### config.mk
export PLATFORM = sky130hd
export DESIGN_NAME = seven_segment_serial_display_driver_core
export DESIGN_NICKNAME = d
export VERILOG_FILES = /design/src/ssd_pkg.sv /design/src/seven_segment_serial_display_driver_core.sv /design/src/ssd_front.sv /design/src/ssd_fifo.sv /design/src/ssd_back.sv
export VERILOG_INCLUDE_DIRS = /design/src /design/src/src
export SDC_FILE = /design/constraint.sdc
export NUM_CORES = 1
export LEC_CHECK = 0
export BUFFER_PORTS_ARGS = -buffer_cell sky130_fd_sc_hd__clkbuf_2
export CAP_MARGIN = 20
export CORE_UTILIZATION = 50
export DETAILED_ROUTE_END_ITERATION = 10
export PLACE_DENSITY = 0.69
export REMOVE_ABC_BUFFERS = 1
export SLEW_MARGIN = 0
export SYNTH_ARGS = -nofsm -noshare
export SYNTH_HDL_FRONTEND = slang
export SYNTH_HIERARCHICAL = 1
export SYNTH_SLANG_ARGS = --single-unit
### constraint.sdc
create_clock -name clk_i -period 5.42 [get_ports clk_i]
set_clock_uncertainty 0.15 [all_clocks]
set_input_delay 0.813 -clock clk_i [delete_from_list [all_inputs] [get_ports clk_i]]
set_output_delay 0.813 -clock clk_i [all_outputs]
set_load 0.005 [all_outputs]
### src/seven_segment_serial_display_driver_core_macros.svh
// Assertion macros for the seven-segment serial display driver core.
// Used by the top level; expects clk_i and rst_ni in the including scope.
`ifndef SEVEN_SEGMENT_SERIAL_DISPLAY_DRIVER_CORE_MACROS_SVH
`define SEVEN_SEGMENT_SERIAL_DISPLAY_DRIVER_CORE_MACROS_SVH

// Condition that must hold at every clock edge outside reset.
`define SSD_ASSERT_ALWAYS(lbl, cond, msg) \
  lbl: assert property (@(posedge clk_i) disable iff (!rst_ni) (cond)) else $error(msg);

// Same-cycle implication.
`define SSD_ASSERT_IMPL(lbl, ante, cons, msg) \
  lbl: assert property (@(posedge clk_i) disable iff (!rst_ni) (ante) |-> (cons)) \
    else $error(msg);

// Next-cycle implication.
`define SSD_ASSERT_NEXT(lbl, ante, cons, msg) \
  lbl: assert property (@(posedge clk_i) disable iff (!rst_ni) (ante) |=> (cons)) \
    else $error(msg);

`endif

### src/ssd_pkg.sv
// Shared types, constants and the segment table of the display driver.
// No dependencies; imported by every module of the block.
package ssd_pkg;

  // Field widths.
  localparam int unsigned ValueW = 10;
  localparam int unsigned TargetW = 2;
  localparam int unsigned DigitW = 4;
  localparam int unsigned PatW = 8;

  // Default depth of the queue between front and back.
  localparam int unsigned FifoDepthDefault = 2;

  // Serial run layout: 8 ones pulses, 8 tens pulses, 9 hundreds pulses.
  localparam int unsigned Pulses = 25;
  localparam int unsigned CntW = 5;
  localparam logic [CntW-1:0] CntTensStart = 5'd8;
  localparam logic [CntW-1:0] CntHundStart = 5'd16;
  localparam logic [CntW-1:0] CntLast = 5'd24;

  // Target register codes.
  localparam logic [TargetW-1:0] TgtOnes = 2'd0;
  localparam logic [TargetW-1:0] TgtTens = 2'd1;
  localparam logic [TargetW-1:0] TgtHund = 2'd2;

  // Dot segment bit and the value at which it lights.
  localparam logic [PatW-1:0] DotSegment = 8'h80;
  localparam logic [ValueW-1:0] DotThreshold = 10'd1000;

  // Inverted (active-low) patterns for one value, as they go to the back end.
  typedef struct packed {
    logic [PatW-1:0] ones;
    logic [PatW-1:0] tens;
    logic [PatW-1:0] hund;
  } ssd_pat_t;

  // Seven-segment table, bit 0 drives segment F and bit 7 the dot.
  function automatic logic [PatW-1:0] seg_lookup(input logic [DigitW-1:0] digit);
    logic [PatW-1:0] pat;
    case (digit)
      4'd0: pat = 8'h7D;
      4'd1: pat = 8'h30;
      4'd2: pat = 8'h6E;
      4'd3: pat = 8'h7A;
      4'd4: pat = 8'h33;
      4'd5: pat = 8'h5B;
      4'd6: pat = 8'h5F;
      4'd7: pat = 8'h70;
      4'd8: pat = 8'h7F;
      4'd9: pat = 8'h7B;
      default: pat = 8'h00;
    endcase
    return pat;
  endfunction

endpackage

### src/seven_segment_serial_display_driver_core.sv
// Seven-segment serial display driver: value in, 25 serial pulse beats out.
// Throughput: one pulse per cycle while a pattern waits and the result slot is free or popped.
// The two-step divide in the front overlaps the previous value's serial run.
// Reset (asynchronous, active low) empties the queue and the result register.
// Depends on ssd_pkg, ssd_front, ssd_fifo, ssd_back and the macros header.
`include "seven_segment_serial_display_driver_core_macros.svh"

module seven_segment_serial_display_driver_core #(
  parameter int unsigned FifoDepth = ssd_pkg::FifoDepthDefault
) (
  input  logic                        clk_i,
  input  logic                        rst_ni,
  input  logic                        push,
  output logic                        full,
  input  logic [ssd_pkg::ValueW-1:0]  value_i,
  output logic                        empty,
  input  logic                        pop,
  output logic [ssd_pkg::TargetW-1:0] target_register_o,
  output logic                        data_bit_o,
  output logic                        last_o
);
  import ssd_pkg::*;

  logic     wr_valid, wr_ready;
  ssd_pat_t wr_data;
  logic     rd_valid, rd_pop;
  ssd_pat_t rd_data;

  // Front end: accept and digit split.
  ssd_front u_front (
    .clk_i      (clk_i),
    .rst_ni     (rst_ni),
    .push       (push),
    .full       (full),
    .value_i    (value_i),
    .wr_valid_o (wr_valid),
    .wr_ready_i (wr_ready),
    .wr_data_o  (wr_data)
  );

  // Pattern queue.
  ssd_fifo #(
    .Depth (FifoDepth)
  ) u_fifo (
    .clk_i      (clk_i),
    .rst_ni     (rst_ni),
    .wr_valid_i (wr_valid),
    .wr_ready_o (wr_ready),
    .wr_data_i  (wr_data),
    .rd_valid_o (rd_valid),
    .rd_pop_i   (rd_pop),
    .rd_data_o  (rd_data)
  );

  // Back end: serializer.
  ssd_back u_back (
    .clk_i             (clk_i),
    .rst_ni            (rst_ni),
    .rd_valid_i        (rd_valid),
    .rd_pop_o          (rd_pop),
    .rd_data_i         (rd_data),
    .empty             (empty),
    .pop               (pop),
    .target_register_o (target_register_o),
    .data_bit_o        (data_bit_o),
    .last_o            (last_o)
  );

  // Checks on the serializer and the queue.
  `SSD_ASSERT_IMPL(a_last_on_hund, !empty && last_o, target_register_o == TgtHund, "last beat not on hundreds register")
  `SSD_ASSERT_ALWAYS(a_target_range, empty || (target_register_o != 2'd3), "target register code out of range")
  `SSD_ASSERT_NEXT(a_run_unbroken, !empty && pop && !last_o, !empty, "gap inside a serial run")
  `SSD_ASSERT_IMPL(a_pop_only_valid, rd_pop, rd_valid, "queue popped while empty")

endmodule

### src/ssd_front.sv
// Front end: accepts values and splits them into segment patterns in two steps.
// Depends on ssd_pkg; feeds ssd_fifo.
module ssd_front (
  input  logic                       clk_i,
  input  logic                       rst_ni,
  input  logic                       push,
  output logic                       full,
  input  logic [ssd_pkg::ValueW-1:0] value_i,
  output logic                       wr_valid_o,
  input  logic                       wr_ready_i,
  output ssd_pkg::ssd_pat_t          wr_data_o
);
  import ssd_pkg::*;

  typedef enum logic [1:0] {
    FrIdle,
    FrDiv1,
    FrDiv2
  } fr_state_e;

  fr_state_e         state_q, state_d;
  logic [ValueW-1:0] val_q;
  logic [6:0]        q1_q, q1_d;
  logic [DigitW-1:0] ones_q, ones_d;
  logic              dot_q, dot_d;

  logic              accept;
  logic [17:0]       prod1;
  logic [9:0]        q1x10;
  logic [9:0]        ones_full;
  logic [14:0]       prod2;
  logic [3:0]        q2;
  logic [6:0]        q2x10;
  logic [6:0]        tens_full;
  logic [DigitW-1:0] hund;
  logic [PatW-1:0]   hund_raw;

  // New value is taken when idle or when the finished item leaves this cycle.
  assign full   = !((state_q == FrIdle) || ((state_q == FrDiv2) && wr_ready_i));
  assign accept = push && !full;

  // First step: value / 10 by reciprocal multiply, exact below 1029.
  always_comb begin
    prod1     = {8'd0, val_q} * 18'd205;
    q1_d      = prod1[17:11];
    q1x10     = ({3'd0, q1_d} << 3) + ({3'd0, q1_d} << 1);
    ones_full = val_q - q1x10;
    ones_d    = ones_full[DigitW-1:0];
    dot_d     = (val_q >= DotThreshold);
  end

  // Second step: tens and hundreds from the registered quotient.
  always_comb begin
    prod2     = {8'd0, q1_q} * 15'd205;
    q2        = prod2[14:11];
    q2x10     = ({3'd0, q2} << 3) + ({3'd0, q2} << 1);
    tens_full = q1_q - q2x10;
    // Quotient of ten means the hundreds digit wraps to zero.
    hund      = (q2 == 4'd10) ? 4'd0 : q2;
    hund_raw  = seg_lookup(hund) | (dot_q ? DotSegment : '0);
  end

  assign wr_valid_o     = (state_q == FrDiv2);
  assign wr_data_o.ones = ~seg_lookup(ones_q);
  assign wr_data_o.tens = ~seg_lookup(tens_full[DigitW-1:0]);
  assign wr_data_o.hund = ~hund_raw;

  // Sequencer next state.
  always_comb begin
    state_d = state_q;
    case (state_q)
      FrIdle: begin
        if (accept) state_d = FrDiv1;
      end
      FrDiv1: begin
        state_d = FrDiv2;
      end
      FrDiv2: begin
        if (wr_ready_i) state_d = accept ? FrDiv1 : FrIdle;
      end
      default: state_d = FrIdle;
    endcase
  end

  always_ff @(posedge clk_i or negedge rst_ni) begin
    if (!rst_ni) begin
      state_q <= FrIdle;
    end else begin
      state_q <= state_d;
    end
  end

  // Payload registers.
  always_ff @(posedge clk_i) begin
    if (accept) val_q <= value_i;
    if (state_q == FrDiv1) begin
      q1_q   <= q1_d;
      ones_q <= ones_d;
      dot_q  <= dot_d;
    end
  end

endmodule

### src/ssd_fifo.sv
// Short queue of segment patterns between the front and the back end.
// Depends on ssd_pkg for the pattern type.
module ssd_fifo #(
  parameter int unsigned Depth = ssd_pkg::FifoDepthDefault
) (
  input  logic              clk_i,
  input  logic              rst_ni,
  input  logic              wr_valid_i,
  output logic              wr_ready_o,
  input  ssd_pkg::ssd_pat_t wr_data_i,
  output logic              rd_valid_o,
  input  logic              rd_pop_i,
  output ssd_pkg::ssd_pat_t rd_data_o
);
  import ssd_pkg::*;

  localparam int unsigned PtrW = (Depth > 1) ? $clog2(Depth) : 1;
  localparam int unsigned CntW2 = $clog2(Depth + 1);

  ssd_pat_t         mem_q [Depth];
  logic [PtrW-1:0]  wr_ptr_q, rd_ptr_q;
  logic [CntW2-1:0] count_q;
  logic             do_wr, do_rd;

  assign wr_ready_o = (count_q != CntW2'(Depth));
  assign rd_valid_o = (count_q != '0);
  assign do_wr      = wr_valid_i && wr_ready_o;
  assign do_rd      = rd_pop_i && rd_valid_o;
  assign rd_data_o  = mem_q[rd_ptr_q];

  // Pointers and fill count.
  always_ff @(posedge clk_i or negedge rst_ni) begin
    if (!rst_ni) begin
      wr_ptr_q <= '0;
      rd_ptr_q <= '0;
      count_q  <= '0;
    end else begin
      if (do_wr) begin
        wr_ptr_q <= (wr_ptr_q == PtrW'(Depth - 1)) ? '0 : wr_ptr_q + 1'b1;
      end
      if (do_rd) begin
        rd_ptr_q <= (rd_ptr_q == PtrW'(Depth - 1)) ? '0 : rd_ptr_q + 1'b1;
      end
      if (do_wr && !do_rd) begin
        count_q <= count_q + 1'b1;
      end else if (do_rd && !do_wr) begin
        count_q <= count_q - 1'b1;
      end
    end
  end

  // Storage.
  always_ff @(posedge clk_i) begin
    if (do_wr) mem_q[wr_ptr_q] <= wr_data_i;
  end

endmodule

### src/ssd_back.sv
// Back end: shifts the queued patterns out as 25 pulse beats per value.
// Depends on ssd_pkg; reads from ssd_fifo and drives the result register.
module ssd_back (
  input  logic                        clk_i,
  input  logic                        rst_ni,
  input  logic                        rd_valid_i,
  output logic                        rd_pop_o,
  input  ssd_pkg::ssd_pat_t           rd_data_i,
  output logic                        empty,
  input  logic                        pop,
  output logic [ssd_pkg::TargetW-1:0] target_register_o,
  output logic                        data_bit_o,
  output logic                        last_o
);
  import ssd_pkg::*;

  logic [CntW-1:0]    cnt_q;
  logic               out_valid_q;
  logic [TargetW-1:0] tgt_q, tgt_d;
  logic               bit_q, bit_d;
  logic               last_q, last_d;

  logic               emit;
  logic [3*PatW-1:0]  flat;
  logic [CntW-1:0]    bit_idx;

  // A pulse is produced whenever a pattern waits and the result slot frees.
  assign emit     = rd_valid_i && (!out_valid_q || pop);
  assign rd_pop_o = emit && (cnt_q == CntLast);

  // Select the pulse for the current count, MSB first per register.
  always_comb begin
    flat    = {rd_data_i.ones, rd_data_i.tens, rd_data_i.hund};
    bit_idx = CntW'(3 * PatW - 1) - cnt_q;
    last_d  = (cnt_q == CntLast);
    if (cnt_q < CntTensStart) begin
      tgt_d = TgtOnes;
    end else if (cnt_q < CntHundStart) begin
      tgt_d = TgtTens;
    end else begin
      tgt_d = TgtHund;
    end
    // The extra hundreds pulse repeats the final data bit.
    bit_d = last_d ? rd_data_i.hund[0] : flat[bit_idx];
  end

  always_ff @(posedge clk_i or negedge rst_ni) begin
    if (!rst_ni) begin
      cnt_q       <= '0;
      out_valid_q <= 1'b0;
    end else begin
      if (emit) begin
        cnt_q       <= (cnt_q == CntLast) ? '0 : cnt_q + 1'b1;
        out_valid_q <= 1'b1;
      end else if (pop) begin
        out_valid_q <= 1'b0;
      end
    end
  end

  // Result payload register.
  always_ff @(posedge clk_i) begin
    if (emit) begin
      tgt_q  <= tgt_d;
      bit_q  <= bit_d;
      last_q <= last_d;
    end
  end

  assign empty             = !out_valid_q;
  assign target_register_o = tgt_q;
  assign data_bit_o        = bit_q;
  assign last_o            = last_q;

endmodule
==> impl_metrics.env, run 1 <==
export IMPL_status="finished, violations left"
export IMPL_failed_checks="setup timing"
export IMPL_synth_seq_area_share=0.386
export IMPL_max_slew_margin=0.370
export IMPL_route_vias_total=4486
export IMPL_routed_wire_length_per_instance_um=14.7
export IMPL_placement_rows=42
export IMPL_fin_nets=810
export IMPL_cts_root_buf="clkbuf_16"
export IMPL_worst_pin_slew_ns=0.941
export IMPL_ant_nets=0
export IMPL_core_region_area_um2=13300
export IMPL_rsz0062_at_grt="true"
export IMPL_cp_end_kind="register"
export IMPL_number_of_antenna_violations_at_the_first_check_in_global_routing=0
export IMPL_drt_first_iter_violations=287
export IMPL_cts_htree_levels=3
export IMPL_final_hold_violation_count=0
export IMPL_port_buffer_count=19
export IMPL_synth_cell_types=66
export IMPL_post_route_worst_setup_slack_ns=-0.349
export IMPL_drt_vias_per_instance=5.33
export IMPL_grt_pass1_wl_um=21300
export IMPL_setup_viol_count_final=8
export IMPL_crit_path_cell_trace="buf_6, ha_4, inv_2, fa_1, inv_1, fa_1, fa_1, ha_4, a211oi_2, nand2_1, o21a_1, a21oi_2, xnor2_2, ha_1, or3b_4, o31ai_2, a31o_2, a311oi_2, xnor2_1, xnor2_2, a21o_1, a211o_1"
export IMPL_worst_path_largest_cell_delay_ns=0.58
export IMPL_clock_sinks=93
export IMPL_synthAdderAreaFrac=0.271
export IMPL_critical_path_required_ns=5.50
export IMPL_ys_warnings_count=6
export IMPL_die_y_um=119
export IMPL_postSynthCellCount=583
export IMPL_ratio_of_cells_with_drive_above_1_in_the_final_layout=0.233
export IMPL_final_util=0.601
export IMPL_fmax_mhz=173
export IMPL_drv_max_cap_violation_count=0
export IMPL_drv_slew=0
export IMPL_io_pin_count=20
export IMPL_initial_core_utilization=0.517
export IMPL_postSynthRegisterBits=93
export IMPL_gp_congestion=0.887
export IMPL_cp_slowest_cell="fa_1"
export IMPL_hpwlAfterDp_um=9520
export IMPL_yosys_mux_area_fraction=0.0794
export IMPL_syn_mean_instance_area_um2=11.8
export IMPL_synth_compound_area_share=0.0903
export IMPL_first_global_vias=4757
export IMPL_cpMostUsedCell="fa_1"
export IMPL_synthXorXnorAreaFrac=0.0426
export IMPL_syn2layout_area_growth_pct=16.2
export IMPL_worst_setup_path_type="reg2reg"
export IMPL_critPathTopFamily="adder cells"
export IMPL_cp_max_fo=6
export IMPL_final_cell_mix="ha_1, inv_1, edfxtp_1, buf_4, nor2_1"
export IMPL_cts_made_buffers=9
export IMPL_drt_wl_total_um=12400
export IMPL_synth_area_um2=6900
export IMPL_path_buf_inv=3
export IMPL_clock_latency_ns=0.34
export IMPL_grt_start_max_net_pins=26
export IMPL_worstRegToRegCells=22
export IMPL_groute_usage_overall=0.187
export IMPL_crit_cells=22
export IMPL_antennaDiodeCount=0
export IMPL_maximum_buffer_depth_of_the_clock_tree=2
export IMPL_synthArstFlopShare=0.129
export IMPL_synth_enable_flop_cells=74
export IMPL_route_detailed_drc=0
export IMPL_firstDrtPassIters=4
export IMPL_postCtsHoldBufs=0
export IMPL_fin_crit_sh=1.06
export IMPL_cts_clk_slew_worst_paths_ns=0.07
export IMPL_largest_family_of_logic_cells_by_synthesized_area="adder cells"
export IMPL_ys_dominant_reg_cell="edfxtp_1"
export IMPL_final_common_cell="ha_1"
export IMPL_worst_hold_path_type="in2async"
export IMPL_kind_of_launch_point_of_the_worst_setup_path="register"
export IMPL_design_die_area_um2=14300
export IMPL_yosys_area_share_simple=0.0653
export IMPL_critical_path_arrival_ns=5.85
export IMPL_globalRoute_totalOverflow=0
export IMPL_floorplan_die_width_um=119
export IMPL_layout_min_cycle_time_ns=5.77
export IMPL_tritoncts="yes"
export IMPL_detailedPlace_worstSlack_ns=-0.612
[routing by layer]
metal	part of all wire	global-route usage	up-vias
li1	-	-	2199
met1	0.42	0.210	2200
met2	0.54	0.357	65
met3	0.022	0.0307	22
met4	0.017	0.0594	0
met5	0	0	-
[synthesized netlist by cell type (3+ instances only)]
cell / number / share of area
a211o_1: 3 / 0.0038
a211oi_1: 5 / 0.0054
a21o_1: 8 / 0.0087
a21oi_1: 17 / 0.012
a22oi_1: 3 / 0.0033
a31oi_1: 7 / 0.0063
and2_1: 3 / 0.0027
clkbuf_1: 5 / 0.0027
dfrtp_1: 12 / 0.044
dfxtp_1: 7 / 0.020
edfxtp_1: 74 / 0.32
fa_1: 24 / 0.070
ha_1: 111 / 0.20
inv_1: 90 / 0.049
mux2_2: 6 / 0.0098
mux2_4: 19 / 0.041
mux2i_1: 12 / 0.017
nand2_1: 13 / 0.0071
nand2b_1: 6 / 0.0054
nand3_1: 9 / 0.0065
nand4_1: 4 / 0.0036
nor2_1: 32 / 0.017
nor2b_1: 7 / 0.0063
nor3_1: 3 / 0.0022
o21a_1: 8 / 0.0087
o21ai_0: 13 / 0.0094
o22ai_1: 3 / 0.0027
or2_2: 3 / 0.0027
xnor2_1: 17 / 0.022
xor2_1: 12 / 0.015
[repair_timing]
item                                    in CTS  in global routing
endpoints found under the setup margin       8                 34
pin swaps                                   21                 20
resized for setup                           18                 10
buffers inserted                             9                  6
[per-stage QoR]
stage          hold WS (ns)  cell area (µm²)  TNS, ns  cells
2_1_floorplan         0.278             6800    -1.82    571
3_3_place_gp          0.291             7450    -2.20    811
3_5_place_dp          0.290             7450    -4.20    811
4_1_cts               0.219             7920    -2.64    836
5_1_grt               0.228             8020    -4.26    842
6_report              0.228             8020    -2.27    842
[sequential cells by signal, summed over array words and instances (netlist names), named ones only]
name and cells:
u_front/q1_q 7, u_back/target_register_o 2, u_fifo/count_q 2, u_back/last_o 1, u_back/data_bit_o 1, u_fifo/mem_q 48
u_front/val_q 10, u_fifo/rd_ptr_q 1, u_front/dot_q 1, u_back/cnt_q 5, u_front/ones_q 4, u_back/out_valid_q 1
u_front/state_q 2, u_fifo/wr_ptr_q 1
[cell families (layout without fill, tap and decap cells)]
logic type | Yosys count | count (layout)
other | 1 | 2
muxes | 40 | 40
and+or+nand+nor | 90 | 90
xor gates and xnor gates | 31 | 31
adders and majority gates | 135 | 135
DFF | 93 | 93
buffers and inverters | 104 | 186
AOI/OAI and AO/OA | 89 | 89
[area by class of cell]
type                       count  area [µm²]
clock buffer                  10         250
clock inverter                 6        48.8
fill                        1053        5330
inverter                      91         342
multi-input combinational    387        3940
sequential                    93        2660
tap                          176         220
timing repair buffer          79         561
[worst paths after layout]
check	from	end	slack, ns
worst min-delay path	rst_ni	u_fifo/wr_ptr_q	0.23
min in group clk_i	register	u_fifo/mem_q[0][17]	0.31
max in group asynchronous	rst_ni	u_front/state_q[0]	4.62
worst max register to register	u_front/val_q[3]	register	-0.35
worst min register to register	register	u_fifo/mem_q[0][17]	0.31
worst max-delay path	u_front/val_q[3]	register	-0.35
[worst reg2reg max path: stages, from the launching register on]
cell and delay (ns):
edfxtp_1 0.44, buf_6 0.15, ha_4 0.26, inv_2 0.03
fa_1 0.53, inv_1 0.05, fa_1 0.47, fa_1 0.58
ha_4 0.23, a211oi_2 0.17, nand2_1 0.11, o21a_1 0.21
a21oi_2 0.17, xnor2_2 0.15, ha_1 0.27, or3b_4 0.24
o31ai_2 0.05, a31o_2 0.23, a311oi_2 0.23, xnor2_1 0.20
xnor2_2 0.17, a21o_1 0.25, a211o_1 0.30
Power of run 1 is not shown: default switching activity piles up to over one toggle a cycle in this logic, so the estimate is an artifact.
==> run 2, diff against run 1 <==
--- a/config.mk
+++ b/config.mk
@@ -8,9 +8,10 @@
 export LEC_CHECK = 0
 export BUFFER_PORTS_ARGS = -buffer_cell sky130_fd_sc_hd__clkbuf_2
 export CAP_MARGIN = 20
+export CORE_ASPECT_RATIO = 1.1
 export CORE_UTILIZATION = 50
 export DETAILED_ROUTE_END_ITERATION = 10
-export PLACE_DENSITY = 0.69
+export PLACE_DENSITY = 0.66
 export REMOVE_ABC_BUFFERS = 1
 export SLEW_MARGIN = 0
 export SYNTH_ARGS = -nofsm -noshare
==> constraint.sdc (replaced) <==
create_clock -name clk_i -period 5.4 [get_ports clk_i]
set_clock_uncertainty 0.15 [all_clocks]
set_input_delay 0.81 -clock clk_i [delete_from_list [all_inputs] [get_ports clk_i]]
set_output_delay 0.81 -clock clk_i [all_outputs]
set_load 0.005 [all_outputs]
==> impl_metrics.env, run 2 (same netlist as run 1, synthesis figures left out) <==
export IMPL_status="finished, violations left"
export IMPL_failed_checks="setup timing"
export IMPL_maximum_buffer_depth_of_the_clock_tree=2
export IMPL_grt_start_max_net_pins=25
export IMPL_final_common_cell="ha_1"
export IMPL_worst_setup_path_type="reg2reg"
export IMPL_worst_hold_path_type="in2async"
export IMPL_design_die_area_um2=14300
export IMPL_critical_path_required_ns=5.48
export IMPL_cpMostUsedCell="fa_1"
export IMPL_timing_reg2reg_setup_slack_ns=-0.39
export IMPL_cts_htree_levels=3
export IMPL_fin_crit_sh=1.07
export IMPL_route_vias_total=4449
export IMPL_detailedPlace_worstSlack_ns=-0.555
export IMPL_launch_point_of_the_worst_reg_to_reg_path="u_front/val_q[3]"
export IMPL_fmax_mhz=173
export IMPL_most_flop_heavy_register="u_fifo/mem_q"
export IMPL_worst_pin_slew_ns=0.872
export IMPL_crit_path_cell_trace="buf_6, ha_4, fa_1, inv_1, fa_1, inv_2, fa_1, inv_1, ha_1, o21a_1, or2_4, o21a_1, a21oi_2, xnor2_2, ha_1, or3b_4, o31ai_2, a31o_2, a311oi_2, xnor2_1, xnor2_2, a21o_1, a211o_1"
export IMPL_cp_max_fo=5
export IMPL_number_of_antenna_violations_at_the_first_check_in_global_routing=0
export IMPL_floorplan_die_width_um=114
export IMPL_largest_reg_flops=48
export IMPL_fin_nets=814
export IMPL_rsz0062_at_grt="true"
export IMPL_final_hold_violation_count=0
export IMPL_gp_congestion=0.920
export IMPL_groute_usage_overall=0.185
export IMPL_layout_min_cycle_time_ns=5.79
export IMPL_setup_viol_count_final=8
export IMPL_drv_max_cap_violation_count=0
export IMPL_ratio_of_cells_with_drive_above_1_in_the_final_layout=0.239
export IMPL_antennaDiodeCount=0
export IMPL_worst_path_largest_cell_delay_ns=0.52
export IMPL_drt_wl_total_um=11900
export IMPL_cp_end_kind="register"
export IMPL_first_global_vias=4693
export IMPL_cts_made_buffers=9
export IMPL_tritoncts="yes"
export IMPL_grt_pass1_wl_um=20800
export IMPL_cp_slowest_cell="fa_1"
export IMPL_cts_clk_slew_worst_paths_ns=0.07
export IMPL_routed_wire_length_per_instance_um=14.0
export IMPL_cts_root_buf="clkbuf_16"
export IMPL_hpwlAfterDp_um=9290
export IMPL_globalRoute_totalOverflow=0
export IMPL_fin_hold_ws_ns=0.191
export IMPL_ant_nets=0
export IMPL_kind_of_launch_point_of_the_worst_setup_path="register"
export IMPL_final_cell_mix="ha_1, inv_1, edfxtp_1, buf_4, nor2_1"
export IMPL_die_y_um=125
export IMPL_drt_vias_per_instance=5.21
export IMPL_drv_slew=0
export IMPL_io_pin_count=20
export IMPL_critical_path_arrival_ns=5.87
export IMPL_initial_core_utilization=0.518
export IMPL_layout_top_registers="u_fifo/mem_q: 48 flops, u_front/val_q: 10 flops, u_front/q1_q: 7 flops"
export IMPL_drt_first_iter_violations=180
export IMPL_route_detailed_drc=0
export IMPL_port_buffer_count=19
export IMPL_max_slew_margin=0.419
export IMPL_firstDrtPassIters=4
export IMPL_post_route_worst_setup_slack_ns=-0.388
export IMPL_clock_sinks=93
export IMPL_core_region_area_um2=13300
export IMPL_postCtsHoldBufs=0
export IMPL_placement_rows=44
export IMPL_syn2layout_area_growth_pct=17.7
export IMPL_timing_critical_path_from="u_front/val_q[3]"
export IMPL_worstRegToRegCells=23
export IMPL_clock_latency_ns=0.35
==> run 2: cell count changes in the layout (fill, tap and decap cells not counted), moves of 2 or more <==
cell / delta
xor2_2: +3
inv_2: -2
buf_6: +2
inv_1: +2
clkinv_4: +2
xor2_1: -3
==> run 2: critical path: cells and delay by family (launching register included) <==
family | cells | cell delay, ns
AOI/OAI and AO/OA | 8 | 1.56
xor gates and xnor gates | 3 | 0.50
adders and majority gates | 6 | 2.24
buffers and inverters | 4 | 0.29
DFF | 1 | 0.46
and+or+nand+nor | 2 | 0.47
==> run 2: cell type report <==
type	instances	area (µm²)
Clock buffer	9	225
Clock inverter	7	87.6
Tap cell	184	230
Fill cell	1096	5200
Inverter	91	342
Timing Repair Buffer	82	603
Multi-Input combinational cell	388	3970
Sequential cell	93	2660
==> run 2: repair_timing <==
| item | 4_1_cts | 5_1_grt |
|---|---|---|
| cloned | 0 | 1 |
| resized for setup | 15 | 17 |
| buffers inserted | 4 | 12 |
| pin swaps | 21 | 26 |
| setup endpoints to repair | 8 | 25 |
==> run 2: metal layers <==
| layer | track usage | vias up | share of wire |
|---|---|---|---|
| met5 | 0 | - | 0 |
| met4 | 0.0573 | 0 | 0.018 |
| met3 | 0.0388 | 20 | 0.026 |
| met2 | 0.345 | 62 | 0.54 |
| met1 | 0.206 | 2162 | 0.42 |
| li1 | - | 2205 | - |
==> run 2: stage by stage <==
step | TNS (ns) | area, µm² | instances | utilization
3_5_place_dp | -3.49 | 7470 | 820 | 0.561
5_1_grt | -4.29 | 8120 | 854 | 0.610
6_report | -2.58 | 8120 | 854 | 0.610
2_1_floorplan | -1.98 | 6800 | 571 | -
3_3_place_gp | -2.23 | 7470 | 820 | 0.561
4_1_cts | -2.49 | 7910 | 840 | 0.593
==> run 2: worst min path at each step <==
stage / to / startpoint / slack (ns)
global route: u_fifo/wr_ptr_q / rst_ni / 0.21
global placement: u_fifo/mem_q[0][20] / register / 0.29
CTS: u_front/state_q[1] / rst_ni / 0.19
detailed placement: u_fifo/mem_q[1][20] / register / 0.29
finish: u_fifo/wr_ptr_q / rst_ni / 0.19
floorplan: u_fifo/mem_q[0][16] / register / 0.28
Power of run 2 is left out for the same reason.
==> run 3, diff against run 2 <==
--- a/config.mk
+++ b/config.mk
@@ -11,7 +11,7 @@
 export CORE_ASPECT_RATIO = 1.1
 export CORE_UTILIZATION = 50
 export DETAILED_ROUTE_END_ITERATION = 10
-export PLACE_DENSITY = 0.66
+export PLACE_DENSITY = 0.77
 export REMOVE_ABC_BUFFERS = 1
 export SLEW_MARGIN = 0
 export SYNTH_ARGS = -nofsm -noshare
==> impl_metrics.env, run 3 (same netlist as run 1, synthesis figures left out) <==
export IMPL_maximum_buffer_depth_of_the_clock_tree=2
export IMPL_hpwlAfterDp_um=9590
export IMPL_clock_sinks=93
export IMPL_number_of_antenna_violations_at_the_first_check_in_global_routing=0
export IMPL_drt_vias_per_instance=5.32
export IMPL_ratio_of_cells_with_drive_above_1_in_the_final_layout=0.244
export IMPL_firstDrtPassIters=5
export IMPL_layout_min_cycle_time_ns=5.76
export IMPL_syn2layout_area_growth_pct=17.8
export IMPL_core_region_area_um2=13300
export IMPL_tritoncts="yes"
export IMPL_worstRegToRegCells=24
export IMPL_final_cell_mix="ha_1, inv_1, edfxtp_1, buf_4, nor2_1"
export IMPL_cts_htree_levels=3
export IMPL_antennaDiodeCount=0
export IMPL_fin_area_um2=8130
export IMPL_route_detailed_drc=0
export IMPL_finish_cell_count_without_fillers=852
export IMPL_groute_usage_overall=0.193
export IMPL_first_global_vias=4785
export IMPL_placement_rows=44
export IMPL_globalRoute_totalOverflow=0
export IMPL_ant_nets=0
export IMPL_route_vias_total=4531
export IMPL_critical_path_arrival_ns=5.86
export IMPL_fin_crit_sh=1.07
export IMPL_grt_util_met2=0.369
export IMPL_grt_pass1_wl_um=21700
export IMPL_fillerInstances=1037
export IMPL_seq_area_um2=2660
export IMPL_cts_root_buf="clkbuf_16"
export IMPL_grt_start_max_net_pins=25
export IMPL_gp_congestion=0.904
export IMPL_initial_core_utilization=0.518
export IMPL_cts_clk_slew_worst_paths_ns=0.07
export IMPL_routed_wire_length_per_instance_um=15.4
export IMPL_max_slew_margin=0.420
export IMPL_final_hold_violation_count=0
export IMPL_final_common_cell="ha_1"
export IMPL_failed_checks="setup timing"
export IMPL_design_die_area_um2=14300
export IMPL_die_y_um=125
export IMPL_multi_input_area_um2=4010
export IMPL_busiest_layer="met2"
export IMPL_status="finished, violations left"
export IMPL_gr_usage_met1=0.208
export IMPL_drv_max_cap_violation_count=0
export IMPL_fmax_mhz=174
export IMPL_setup_viol_count_final=8
export IMPL_floorplan_die_width_um=114
export IMPL_cp_max_fo=6
export IMPL_cp_end_kind="register"
export IMPL_most_flop_heavy_register="u_fifo/mem_q"
export IMPL_clock_latency_ns=0.36
export IMPL_port_buffer_count=19
export IMPL_kind_of_launch_point_of_the_worst_setup_path="register"
export IMPL_placed_area_um2=7450
export IMPL_globalRouteMet3Util=0.0388
export IMPL_drt_first_iter_violations=299
export IMPL_drv_slew=0
export IMPL_drt_wl_total_um=13100
export IMPL_cts_made_buffers=9
export IMPL_io_pin_count=20
export IMPL_post_route_worst_setup_slack_ns=-0.359
export IMPL_worst_pin_slew_ns=0.868
export IMPL_worst_setup_path_type="reg2reg"
export IMPL_worst_hold_path_type="in2async"
export IMPL_dp_cell_count=816
export IMPL_fin_nets=812
export IMPL_critical_path_required_ns=5.50
export IMPL_layout_top_registers="u_fifo/mem_q: 48 flops, u_front/val_q: 10 flops, u_front/q1_q: 7 flops"
export IMPL_rsz0062_at_grt="true"
export IMPL_largest_reg_flops=48
[run 3: changes by cell type in the layout (fill, tap and decap cells not counted), moves of 2 or more]
cell,change
a21oi_1,-2
xor2_1,+2
a21oi_2,+2
ha_2,+2
ha_1,-4
ha_4,+2
xor2_2,-2
buf_6,-2
clkinv_4,-2
[run 3: metrics by stage]
| stage | TNS, ns | utilization | hold slack, ns | setup WS (ns) |
|---|---|---|---|---|
| 2_1_floorplan | -1.98 | - | 0.278 | -0.317 |
| 3_3_place_gp | -2.30 | 0.558 | 0.286 | -0.360 |
| 3_5_place_dp | -3.81 | 0.559 | 0.290 | -0.568 |
| 4_1_cts | -2.50 | 0.594 | 0.207 | -0.394 |
| 5_1_grt | -4.58 | 0.610 | 0.207 | -0.622 |
| 6_report | -2.37 | 0.610 | 0.190 | -0.359 |
[run 3: path summary, 6_finish.rpt]
path | from | slack [ns] | to
min reg2reg | register | 0.31 | u_fifo/mem_q[0][21]
max in group asynchronous | rst_ni | 4.66 | u_back/cnt_q[4]
max reg2reg | u_front/val_q[2] | -0.36 | register
max | u_front/val_q[2] | -0.36 | register
min in group clk_i | register | 0.31 | u_fifo/mem_q[0][21]
min | rst_ni | 0.19 | u_fifo/wr_ptr_q
[run 3: area by class of cell]
cell class	instances	share of cell area
sequential	93	0.328
tap	184	0.0283
clock buffer	9	0.0277
clock inverter	7	0.00847
inverter	91	0.0420
timing repair buffer	80	0.0724
multi-input combinational	388	0.493
[run 3: what timing repair did]
item                                    in CTS  in global routing
hold buffers                                 0                  0
pin swaps                                   22                 26
buffers inserted                             8                 10
gates cloned                                 1                  0
resized for setup                           18                 19
endpoints found under the setup margin      12                 32
[run 3: per-layer routing]
metal / share of wire / vias to the layer above
met5: 0 / -
met4: 0.021 / 0
met3: 0.032 / 29
met2: 0.55 / 83
met1: 0.39 / 2213
li1: - / 2206
[run 3: critical path, stage by stage (launching register included)]
cell	delay (ns)
edfxtp_1	0.43
buf_6	0.16
ha_4	0.24
xor2_1	0.15
ha_2	0.18
a21o_1	0.17
fa_1	0.53
inv_1	0.05
fa_1	0.47
inv_1	0.04
ha_1	0.26
o21a_1	0.19
or2_4	0.23
o21a_1	0.13
a21oi_2	0.18
xnor2_2	0.14
ha_1	0.28
or3b_4	0.24
o31ai_2	0.06
a31o_2	0.23
a311oi_2	0.21
xnor2_1	0.19
xnor2_2	0.16
a21o_1	0.26
a211o_1	0.31
Power of run 3 is left out for the same reason.
